### src/hw/rtl/narp_pkg.sv
// Shared types and constants of the note arpeggiator.
`timescale 1ns / 1ps

package narp_pkg;

   localparam int MAX_LIST = 8;
   localparam int POS_W    = (MAX_LIST > 1) ? $clog2(MAX_LIST) : 1;
   localparam int LEN_W    = $clog2(MAX_LIST + 1);

   localparam int NOTE_IN_W  = 16;
   localparam int NOTE_W     = 7;
   localparam int FRAMES_W   = 16;
   localparam int OPCODE_W   = 2;
   localparam int CSR_INDEX_W = 2;
   localparam int CSR_DATA_W  = 16;

   localparam logic [OPCODE_W-1:0] OP_TICK   = 2'd0;
   localparam logic [OPCODE_W-1:0] OP_CLEAR  = 2'd1;
   localparam logic [OPCODE_W-1:0] OP_APPEND = 2'd2;

   localparam logic [CSR_INDEX_W-1:0] CSR_ARP_ENABLE      = 2'd0;
   localparam logic [CSR_INDEX_W-1:0] CSR_FRAMES_PER_STEP = 2'd1;

   localparam logic signed [NOTE_IN_W-1:0] NOTE_MAX       = 16'sd127;
   localparam logic [NOTE_IN_W-1:0]        HIGH_OFFSET    = 16'd116;
   localparam logic [NOTE_IN_W-1:0]        LOW_OFFSET     = 16'd11;
   localparam logic [NOTE_W-1:0]           FOLD_HIGH_BASE = 7'd116;
   localparam logic [NOTE_W-1:0]           FOLD_LOW_BASE  = 7'd11;

   // floor(x / 12) == (x * RECIP_12) >> RECIP_SHIFT for every 16-bit x
   localparam logic [15:0] RECIP_12    = 16'd43691;
   localparam int          RECIP_SHIFT = 19;

   typedef enum logic [1:0] {
      ST_IDLE,
      ST_FOLD,
      ST_APPLY
   } narp_state_type;

   typedef enum logic [1:0] {
      FOLD_PASS,
      FOLD_HIGH,
      FOLD_LOW
   } narp_fold_type;

   typedef struct packed {
      logic capture;
      logic fold;
      logic apply;
   } narp_cmd_type;

   typedef struct packed {
      logic is_tick;
   } narp_status_type;

endpackage

### src/hw/rtl/note_arpeggiator.sv
// Top level of the note arpeggiator: controller, datapath and configuration port.
`timescale 1ns / 1ps

// Plays a stored list of up to MAX_LIST MIDI notes, each held for frames_per_step
// ticks. An item is a tick, a list clear or a note append; only a tick returns a
// result, either the current list note or the octave-folded fallback note. Each
// item goes through capture, fold and apply after acceptance: folding into
// 0..127 goes through a registered reciprocal multiply before the table and the
// counters update, and the controller works on one item at a time. A tick result
// waits in an output register, so the next item is accepted while it is pending.
// Configuration writes are always ready and must come only while the block is idle.

module note_arpeggiator (
   input  logic                                    clock,
   input  logic                                    reset,
   input  logic                                    req_valid,
   output logic                                    req_ready,
   input  logic [narp_pkg::OPCODE_W-1:0]           req_opcode,
   input  logic signed [narp_pkg::NOTE_IN_W-1:0]   req_fallback_note,
   input  logic signed [narp_pkg::NOTE_IN_W-1:0]   req_new_note,
   output logic                                    rsp_valid,
   input  logic                                    rsp_ready,
   output logic [narp_pkg::NOTE_W-1:0]             rsp_note_out,
   output logic                                    rsp_from_list,
   input  logic                                    csr_valid,
   output logic                                    csr_ready,
   input  logic [narp_pkg::CSR_INDEX_W-1:0]        csr_index,
   input  logic [narp_pkg::CSR_DATA_W-1:0]         csr_data
);

   narp_pkg::narp_cmd_type     cmd;
   narp_pkg::narp_status_type  status;

   assign csr_ready = 1'b1;

   narp_ctrl u_ctrl (
      .clock     (clock),
      .reset     (reset),
      .req_valid (req_valid),
      .req_ready (req_ready),
      .rsp_valid (rsp_valid),
      .rsp_ready (rsp_ready),
      .cmd       (cmd),
      .status    (status)
   );

   narp_dp u_dp (
      .clock             (clock),
      .reset             (reset),
      .cmd               (cmd),
      .status            (status),
      .req_opcode        (req_opcode),
      .req_fallback_note (req_fallback_note),
      .req_new_note      (req_new_note),
      .csr_we            (csr_valid && csr_ready),
      .csr_index         (csr_index),
      .csr_data          (csr_data),
      .rsp_note_out      (rsp_note_out),
      .rsp_from_list     (rsp_from_list)
   );

endmodule

### src/hw/rtl/narp_dp.sv
// Datapath of the note arpeggiator: note folding, note table, sequence state, result register.
`timescale 1ns / 1ps

module narp_dp (
   input  logic                                    clock,
   input  logic                                    reset,
   input  narp_pkg::narp_cmd_type                  cmd,
   output narp_pkg::narp_status_type               status,
   input  logic [narp_pkg::OPCODE_W-1:0]           req_opcode,
   input  logic signed [narp_pkg::NOTE_IN_W-1:0]   req_fallback_note,
   input  logic signed [narp_pkg::NOTE_IN_W-1:0]   req_new_note,
   input  logic                                    csr_we,
   input  logic [narp_pkg::CSR_INDEX_W-1:0]        csr_index,
   input  logic [narp_pkg::CSR_DATA_W-1:0]         csr_data,
   output logic [narp_pkg::NOTE_W-1:0]             rsp_note_out,
   output logic                                    rsp_from_list
);

   logic [narp_pkg::OPCODE_W-1:0]          op_ff;
   logic signed [narp_pkg::NOTE_IN_W-1:0]  note_ff;

   logic [narp_pkg::NOTE_IN_W-1:0]  fold_x_in;
   logic [narp_pkg::NOTE_IN_W-1:0]  fold_x_ff;
   logic [31:0]                     fold_prod_in;
   logic [31:0]                     fold_prod_ff;
   narp_pkg::narp_fold_type         fold_mode_in;
   narp_pkg::narp_fold_type         fold_mode_ff;
   logic [narp_pkg::NOTE_W-1:0]     note_pass_ff;

   logic [12:0]                     quot;
   logic [narp_pkg::NOTE_IN_W-1:0]  quot12;
   logic [narp_pkg::NOTE_IN_W-1:0]  rem16;
   logic [narp_pkg::NOTE_W-1:0]     folded;

   logic [narp_pkg::NOTE_W-1:0]  note_table [narp_pkg::MAX_LIST];

   logic                            enable_ff;
   logic                            enable_in;
   logic [narp_pkg::FRAMES_W-1:0]   fps_ff;
   logic [narp_pkg::FRAMES_W-1:0]   fps_in;
   logic [narp_pkg::LEN_W-1:0]      len_ff;
   logic [narp_pkg::LEN_W-1:0]      len_in;
   logic [narp_pkg::POS_W-1:0]      pos_ff;
   logic [narp_pkg::POS_W-1:0]      pos_in;
   logic [narp_pkg::NOTE_W-1:0]     cur_ff;
   logic [narp_pkg::NOTE_W-1:0]     cur_in;
   logic                            valid_ff;
   logic                            valid_in;
   logic [narp_pkg::FRAMES_W-1:0]   count_ff;
   logic [narp_pkg::FRAMES_W-1:0]   count_in;

   logic [narp_pkg::NOTE_W-1:0]     rsp_note_ff;
   logic [narp_pkg::NOTE_W-1:0]     rsp_note_in;
   logic                            rsp_list_ff;
   logic                            rsp_list_in;

   logic [narp_pkg::LEN_W-1:0]      pos_inc;
   logic [narp_pkg::POS_W-1:0]      next_pos;
   logic [narp_pkg::POS_W-1:0]      rd_addr;
   logic [narp_pkg::NOTE_W-1:0]     rd_value;
   logic                            list_full;
   logic                            table_we;
   logic [narp_pkg::FRAMES_W-1:0]   csr_fps;

   // capture the item; keep only the note that the opcode folds
   always_ff @(posedge clock) begin
      if (cmd.capture) begin
         op_ff <= req_opcode;
         if (req_opcode == narp_pkg::OP_APPEND) begin
            note_ff <= req_new_note;
         end else begin
            note_ff <= req_fallback_note;
         end
      end
   end

   always_comb begin
      if (note_ff > narp_pkg::NOTE_MAX) begin
         fold_mode_in = narp_pkg::FOLD_HIGH;
         fold_x_in    = note_ff - narp_pkg::HIGH_OFFSET;
      end else if (note_ff[narp_pkg::NOTE_IN_W-1]) begin
         fold_mode_in = narp_pkg::FOLD_LOW;
         fold_x_in    = narp_pkg::LOW_OFFSET - note_ff;
      end else begin
         fold_mode_in = narp_pkg::FOLD_PASS;
         fold_x_in    = note_ff;
      end
      fold_prod_in = {16'd0, fold_x_in} * {16'd0, narp_pkg::RECIP_12};
   end

   always_ff @(posedge clock) begin
      if (cmd.fold) begin
         fold_x_ff    <= fold_x_in;
         fold_prod_ff <= fold_prod_in;
         fold_mode_ff <= fold_mode_in;
         note_pass_ff <= note_ff[narp_pkg::NOTE_W-1:0];
      end
   end

   // remainder by 12 from the registered quotient
   always_comb begin
      quot   = fold_prod_ff[31:narp_pkg::RECIP_SHIFT];
      quot12 = {quot, 3'b000} + {1'b0, quot, 2'b00};
      rem16  = fold_x_ff - quot12;
      case (fold_mode_ff)
         narp_pkg::FOLD_HIGH: folded = narp_pkg::FOLD_HIGH_BASE + {3'b000, rem16[3:0]};
         narp_pkg::FOLD_LOW:  folded = narp_pkg::FOLD_LOW_BASE - {3'b000, rem16[3:0]};
         default:             folded = note_pass_ff;
      endcase
   end

   always_comb begin
      pos_inc   = narp_pkg::LEN_W'(pos_ff) + narp_pkg::LEN_W'(1);
      next_pos  = (pos_inc == len_ff) ? '0 : pos_inc[narp_pkg::POS_W-1:0];
      rd_addr   = (count_ff == '0) ? next_pos : '0;
      rd_value  = note_table[rd_addr];
      list_full = (len_ff == narp_pkg::LEN_W'(narp_pkg::MAX_LIST));
      table_we  = cmd.apply && (op_ff == narp_pkg::OP_APPEND) && !list_full;
      csr_fps   = (csr_data == '0) ? narp_pkg::FRAMES_W'(1) : csr_data;
   end

   always_comb begin
      enable_in   = enable_ff;
      fps_in      = fps_ff;
      len_in      = len_ff;
      pos_in      = pos_ff;
      cur_in      = cur_ff;
      valid_in    = valid_ff;
      count_in    = count_ff;
      rsp_note_in = rsp_note_ff;
      rsp_list_in = rsp_list_ff;
      if (cmd.apply) begin
         case (op_ff)
            narp_pkg::OP_TICK: begin
               if (!enable_ff || len_ff == '0) begin
                  rsp_note_in = folded;
                  rsp_list_in = 1'b0;
               end else begin
                  valid_in = 1'b1;
                  if (count_ff == '0) begin
                     pos_in   = next_pos;
                     cur_in   = rd_value;
                     count_in = fps_ff - narp_pkg::FRAMES_W'(1);
                  end else begin
                     if (!valid_ff) begin
                        cur_in = rd_value;
                     end
                     count_in = count_ff - narp_pkg::FRAMES_W'(1);
                  end
                  rsp_note_in = cur_in;
                  rsp_list_in = 1'b1;
               end
            end
            narp_pkg::OP_CLEAR: begin
               len_in   = '0;
               pos_in   = '0;
               cur_in   = '0;
               valid_in = 1'b0;
               count_in = '0;
            end
            narp_pkg::OP_APPEND: begin
               if (!list_full) begin
                  len_in = len_ff + narp_pkg::LEN_W'(1);
               end
               pos_in   = '0;
               cur_in   = (len_ff == '0) ? folded : note_table[0];
               valid_in = 1'b1;
               count_in = fps_ff;
            end
            default: begin
            end
         endcase
      end else if (csr_we) begin
         case (csr_index)
            narp_pkg::CSR_ARP_ENABLE: enable_in = csr_data[0];
            narp_pkg::CSR_FRAMES_PER_STEP: begin
               fps_in = csr_fps;
               if (count_ff > csr_fps) begin
                  count_in = csr_fps;
               end
            end
            default: begin
            end
         endcase
      end
   end

   always_ff @(posedge clock) begin
      if (reset) begin
         enable_ff <= 1'b0;
         fps_ff    <= narp_pkg::FRAMES_W'(1);
         len_ff    <= '0;
         pos_ff    <= '0;
         cur_ff    <= '0;
         valid_ff  <= 1'b0;
         count_ff  <= '0;
      end else begin
         enable_ff <= enable_in;
         fps_ff    <= fps_in;
         len_ff    <= len_in;
         pos_ff    <= pos_in;
         cur_ff    <= cur_in;
         valid_ff  <= valid_in;
         count_ff  <= count_in;
      end
   end

   always_ff @(posedge clock) begin
      if (table_we) begin
         note_table[len_ff[narp_pkg::POS_W-1:0]] <= folded;
      end
      rsp_note_ff <= rsp_note_in;
      rsp_list_ff <= rsp_list_in;
   end

   assign status.is_tick = (op_ff == narp_pkg::OP_TICK);
   assign rsp_note_out   = rsp_note_ff;
   assign rsp_from_list  = rsp_list_ff;

   a_len_bound: assert property (@(posedge clock) disable iff (reset)
      len_ff <= narp_pkg::LEN_W'(narp_pkg::MAX_LIST))
      else $error("list length beyond table size");

   a_pos_in_list: assert property (@(posedge clock) disable iff (reset)
      (len_ff != '0) |-> (narp_pkg::LEN_W'(pos_ff) < len_ff))
      else $error("step position outside the list");

   a_count_bound: assert property (@(posedge clock) disable iff (reset)
      count_ff <= fps_ff)
      else $error("frame countdown above frames per step");

endmodule

### src/hw/rtl/narp_ctrl.sv
// Controller of the note arpeggiator: item sequencing and result valid.
`timescale 1ns / 1ps

module narp_ctrl (
   input  logic                       clock,
   input  logic                       reset,
   input  logic                       req_valid,
   output logic                       req_ready,
   output logic                       rsp_valid,
   input  logic                       rsp_ready,
   output narp_pkg::narp_cmd_type     cmd,
   input  narp_pkg::narp_status_type  status
);

   narp_pkg::narp_state_type  state_ff;
   narp_pkg::narp_state_type  state_in;
   logic                      rsp_valid_ff;
   logic                      rsp_valid_in;

   always_ff @(posedge clock) begin
      if (reset) begin
         state_ff     <= narp_pkg::ST_IDLE;
         rsp_valid_ff <= 1'b0;
      end else begin
         state_ff     <= state_in;
         rsp_valid_ff <= rsp_valid_in;
      end
   end

   always_comb begin
      state_in     = state_ff;
      cmd          = '0;
      req_ready    = 1'b0;
      rsp_valid_in = rsp_valid_ff && !rsp_ready;
      case (state_ff)
         narp_pkg::ST_IDLE: begin
            req_ready = 1'b1;
            if (req_valid) begin
               cmd.capture = 1'b1;
               state_in    = narp_pkg::ST_FOLD;
            end
         end
         narp_pkg::ST_FOLD: begin
            cmd.fold = 1'b1;
            state_in = narp_pkg::ST_APPLY;
         end
         narp_pkg::ST_APPLY: begin
            // hold while a tick result would overwrite one not yet taken
            if (!(status.is_tick && rsp_valid_ff && !rsp_ready)) begin
               cmd.apply = 1'b1;
               state_in  = narp_pkg::ST_IDLE;
               if (status.is_tick) begin
                  rsp_valid_in = 1'b1;
               end
            end
         end
         default: begin
            state_in = narp_pkg::ST_IDLE;
         end
      endcase
   end

   assign rsp_valid = rsp_valid_ff;

   a_accept_to_fold: assert property (@(posedge clock) disable iff (reset)
      (req_valid && req_ready) |=> (state_ff == narp_pkg::ST_FOLD))
      else $error("accepted item did not enter fold");

   a_fold_to_apply: assert property (@(posedge clock) disable iff (reset)
      (state_ff == narp_pkg::ST_FOLD) |=> (state_ff == narp_pkg::ST_APPLY))
      else $error("fold not followed by apply");

   a_no_overwrite: assert property (@(posedge clock) disable iff (reset)
      (cmd.apply && status.is_tick) |-> (!rsp_valid_ff || rsp_ready))
      else $error("result register overwritten before it was taken");

endmodule
### config.mk
export PLATFORM = sky130hd
export DESIGN_NAME = note_arpeggiator
export DESIGN_NICKNAME = d
export VERILOG_FILES = /design/src/hw/rtl/narp_pkg.sv /design/src/hw/rtl/note_arpeggiator.sv /design/src/hw/rtl/narp_dp.sv /design/src/hw/rtl/narp_ctrl.sv
export SDC_FILE = /design/constraint.sdc
export NUM_CORES = 1
export LEC_CHECK = 0
export BUFFER_PORTS_ARGS = -buffer_cell sky130_fd_sc_hd__clkbuf_2
export CAP_MARGIN = 20
export CORE_ASPECT_RATIO = 1.75
export CORE_MARGIN = 5
export CORE_UTILIZATION = 55
export DETAILED_ROUTE_END_ITERATION = 10
export PLACE_DENSITY = 0.81
export SETUP_SLACK_MARGIN = 0.2
export SLEW_MARGIN = 10
export SYNTH_ARGS = -nofsm -noshare
export SYNTH_HDL_FRONTEND = slang
export SYNTH_SLANG_ARGS = --single-unit
export TNS_END_PERCENT = 5
### constraint.sdc
create_clock -name clock -period 7.2 [get_ports clock]
set_input_delay 0 -clock clock [delete_from_list [all_inputs] [get_ports clock]]
set_output_delay 0 -clock clock [all_outputs]
set_load 0.02 [all_outputs]
==> summary.md <==
| Metric | Value |
|---|---|
| Clock Tree Root | `clkbuf_16` |
| Async S/R FF share, synth | `0%` |
| Avg Cell Area, Syn | `9.62 um2` |
| Clock skew | `9.19 ps` |
| Number of max-cap violations | `0` |
| Critical path data required time | `about 7400 ps` |
| Crit-path cells | `or4_1 -> or3_4 -> nor2_1 -> mux2i_2 -> ha_1 -> xor2_1 -> ha_1 -> or2_2 -> fa_1 -> fa_1 -> fa_1 -> inv_1 -> fa_1 -> inv_1 -> ha_1 -> nor2b_1 -> o21ai_0 -> nand2b_1 -> nand3b_1 -> a31oi_1 -> xnor2_1` |
| Total gr overflow | `0` |
| CP Class | `flop to flop` |
| Pins Over Slew Limit | `0` |
| Worst path top cell family by delay | `adder cells` |
| Post-layout util | `~64%` |
| Layout net count | `1535` |
| Bufs and invs on worst path | `2` |
| DIE AREA | `between 20000 and 25000 um2` |
| Pwr/cell area | `422 nW/um2` |
| Drc violations | `0` |
| Row count | `70` |
| Netlist cell types | `76` |
| TritonRoute pass-1 iters | `6` |
| Dpl hpwl | `approximately 23000 um` |
| Cells after DPL | `about 1500` |
| TNS Setup | `0 ps` |
| H-Tree Depth | `4` |
| Clock Path Buffers | `2` |
| Worst setup EP type | `flop` |
| Layout area overhead | `14.7%` |
| Post-synth top area share | `between 20% and 30%` |
| Post-synth EDFFs | `97` |
| Die Wd | `119 um` |
| Outcome | `completed` |
| Post-Route WL | `31200 um` |
| Routability cong. | `slightly below 1` |
| Design area | `between 10000 and 15000 um2` |
| Synthesis-stage register bit count | `between 100 and 150` |
| First-pass GRT wire length | `49500 um` |
| Largest net degree at the start of global routing | `about 60` |
| Yosys warns | `0` |
| DR WL/cell | `~20 um` |
| Worst min path class | `primary input to flop` |
| Area leader, netlist | `edfxtp_1` |
| Final min period | `between 6000 and 7000 ps` |
| DR vias/cell | `around 6.1` |
| Initial antenna violation count | `0` |
| Critical Path Max Stage Delay | `around 620 ps` |
| TritonCTS buffer count | `17` |
| Startpoint Class | `flop` |
| RSZ-0062 raised after global routing | `no` |
| CTS tree | `done` |
| Syn_nets | `approximately 1400` |
| Most used cell, CP | `fa_1` |
| CP arrival | `roughly 7000 ps` |
| Crit-path max FO | `6` |
| # setup viols final | `0` |
| Die Height | `~200 um` |
| Number of diodes | `0` |
| Slowest-stage cell, CP | `or4_1` |
| Ports | `between 60 and 70` |
| Finished Layout Cells | `between 1500 and 2000` |
| Sink Count | `148` |
| Clock Latency Late Sink | `approximately 430 ps` |
| 1st-iter DRT viols | `a little under 800` |
| Initial cell density of the core | `55.5%` |
| Post-route clock period utilization | `between 90% and 100%` |
| Buffers added on ports | `66` |
| Post-CTS setup buffer count | `0` |
| Vias in the first global route | `approximately 10000` |
| Max-slew headroom | `between 20% and 30%` |
| Total number of vias | `about 9600` |
| Max Clock Freq | `148 MHz` |
| Synth Instances | `roughly 1200` |
| Synthesized area | `roughly 12000 um2` |
| Cell Area, Placed | `roughly 12000 um2` |
| Worst Max-Slew Pin Slew | `1110 ps` |
| Total Routing Usage GR | `around a quarter` |
| Antenna-violating nets left | `0` |
| Dominant cells by area after synthesis | `edfxtp_1 (25%), ha_1 (12%), fa_1 (9.9%)` |
| Final Hold Fails | `0` |
| Fraction of final layout cells sized beyond drive strength 1 | `between 10% and 20%` |
| Core area | `approximately 21000 um2` |
| Clock transition at path regs | `roughly 70 ps` |
| Maximum vdd drop | `~820 uV` |
| Most used DFF post-synth | `edfxtp_1` |
| Seq/Total Area, Yosys | `~34%` |
| LEAKAGE | `roughly 0.0057 uW` |
## registers in the layout, summed over array words and instances, names as in the netlist, 3 cells and up
name               flops
u_dp.note_table       56
u_dp.count_ff         16
u_dp.fps_ff           16
u_dp.note_ff          16
u_dp.cur_ff            7
u_dp.note_pass_ff      7
u_dp.rsp_note_out      7
u_dp.len_ff            4
u_dp.fold_prod_ff      3
u_dp.fold_x_ff         3
u_dp.pos_ff            3
## path summary, 6_finish.rpt
check / slack (ps) / end / cells after the start / startpoint
worst min register to register: 480 / u_dp.note_pass_ff[0]$_DFFE_PN_ / 0 / u_dp.note_ff[0]$_DFFE_PP_
worst min-delay path: 20 / u_dp.fps_ff[4]$_SDFFE_PP0P_ / 5 / csr_data[4]
worst max-delay path: 420 / u_dp.fold_prod_ff[20]$_DFFE_PN_ / 21 / u_dp.note_ff[10]$_DFFE_PP_
worst max register to register: 420 / u_dp.fold_prod_ff[20]$_DFFE_PN_ / 21 / u_dp.note_ff[10]$_DFFE_PP_
## cells in the mapped netlist, drive strengths merged (5+ instances only)
master / n
a21o: 8
o22ai: 13
nor3: 28
a211o: 5
a21oi: 81
dfxtp: 51
clkbuf: 34
nand4: 7
o21a: 5
nor2: 101
a31oi: 27
o21ai: 34
or2: 8
nor2b: 10
xnor2: 30
a2111oi: 5
or3: 12
and2: 6
xor2: 27
o211ai: 10
a221oi: 5
a211oi: 13
nor4: 12
mux2i: 25
nand2: 71
a22oi: 5
ha: 112
nand2b: 13
nand3: 16
o31ai: 6
inv: 169
fa: 57
buf: 14
edfxtp: 97
or4: 5
mux2: 22
## worst reg2reg max path, cell delays in order, from the launching register on
cell      delay [ps]
edfxtp_1         460
or4_1            620
or3_4            430
nor2_1           220
mux2i_2          380
ha_1             310
xor2_1           150
ha_1             170
or2_2            300
fa_1             570
fa_1             560
fa_1             560
inv_1             60
fa_1             530
inv_1             40
ha_1             290
nor2b_1          130
o21ai_0          140
nand2b_1         100
nand3b_1         190
a31oi_1          210
xnor2_1           90
## per-stage QoR
step	total power [uW]	hold WS, ps	worst slack [ps]
CTS	5620	22.5	396
detailed placement	4700	199	425
floorplan	3710	98.9	969
global route	6210	86.3	203
global placement	4530	193	541
finish	5580	24.8	422
## area by class of cell
class	count	area (um2)
fill	1575	7540
multi-input combinational	833	6750
sequential	148	3930
timing repair buffer	140	1010
inverter	169	634
clock buffer	17	425
tap	252	315
clock inverter	15	154
## power by group
| group | total (uW) | leakage, uW | internal, uW | switching [uW] |
|---|---|---|---|---|
| Sequential | 1040 | 0.00130 | 1000 | 33.9 |
| Combinational | 3660 | 0.00408 | 1650 | 2010 |
| Clock | 879 | 0.000279 | 463 | 416 |
## cells in the final DEF, fill, tap and decap left out, drive strengths merged, types with 22 or more instances in the layout
cell type	synthesis	final
a21oi	81	81
nor3	28	28
dfxtp	51	51
mux2i	25	25
ha	112	112
o21ai	34	34
dlygate4sd3	0	51
xor2	27	27
buf	14	22
inv	169	179
nand2	71	71
a31oi	27	27
edfxtp	97	97
xnor2	30	30
clkbuf	34	84
fa	57	57
mux2	22	22
nor2	101	101
## layer usage
metal  track usage (%)  wire length [um]  up-vias  share of wire [%]
met5                 0                 0        -                  0
met4              20.7              2810        0                9.0
met3              5.12              1320      171                4.2
met2              49.6             17200      421                 55
met1              23.4              9910     4567                 32
li1                  -                 -     4423                  -
## kinds of logic (layout without fill, tap and decap cells)
family / after synthesis / after routing / share of synthesized area, %
other cells: 1 / 1 / 0.0325
buf+inv: 217 / 341 / 7.57
simple gates: 311 / 311 / 13.5
xor+xnor: 58 / 58 / 4.54
fa+ha+maj: 169 / 169 / 22.1
mux: 47 / 47 / 4.32
flops: 148 / 148 / 34.1
compound gates: 247 / 247 / 13.8
## what timing repair did
action                                  4_1_cts  5_1_grt
hold buffers                                 51        0
endpoints found under the setup margin        0        2
gates resized for setup                       0        5
endpoints found under the hold margin        44        0
(Power assumes the default switching activity.)
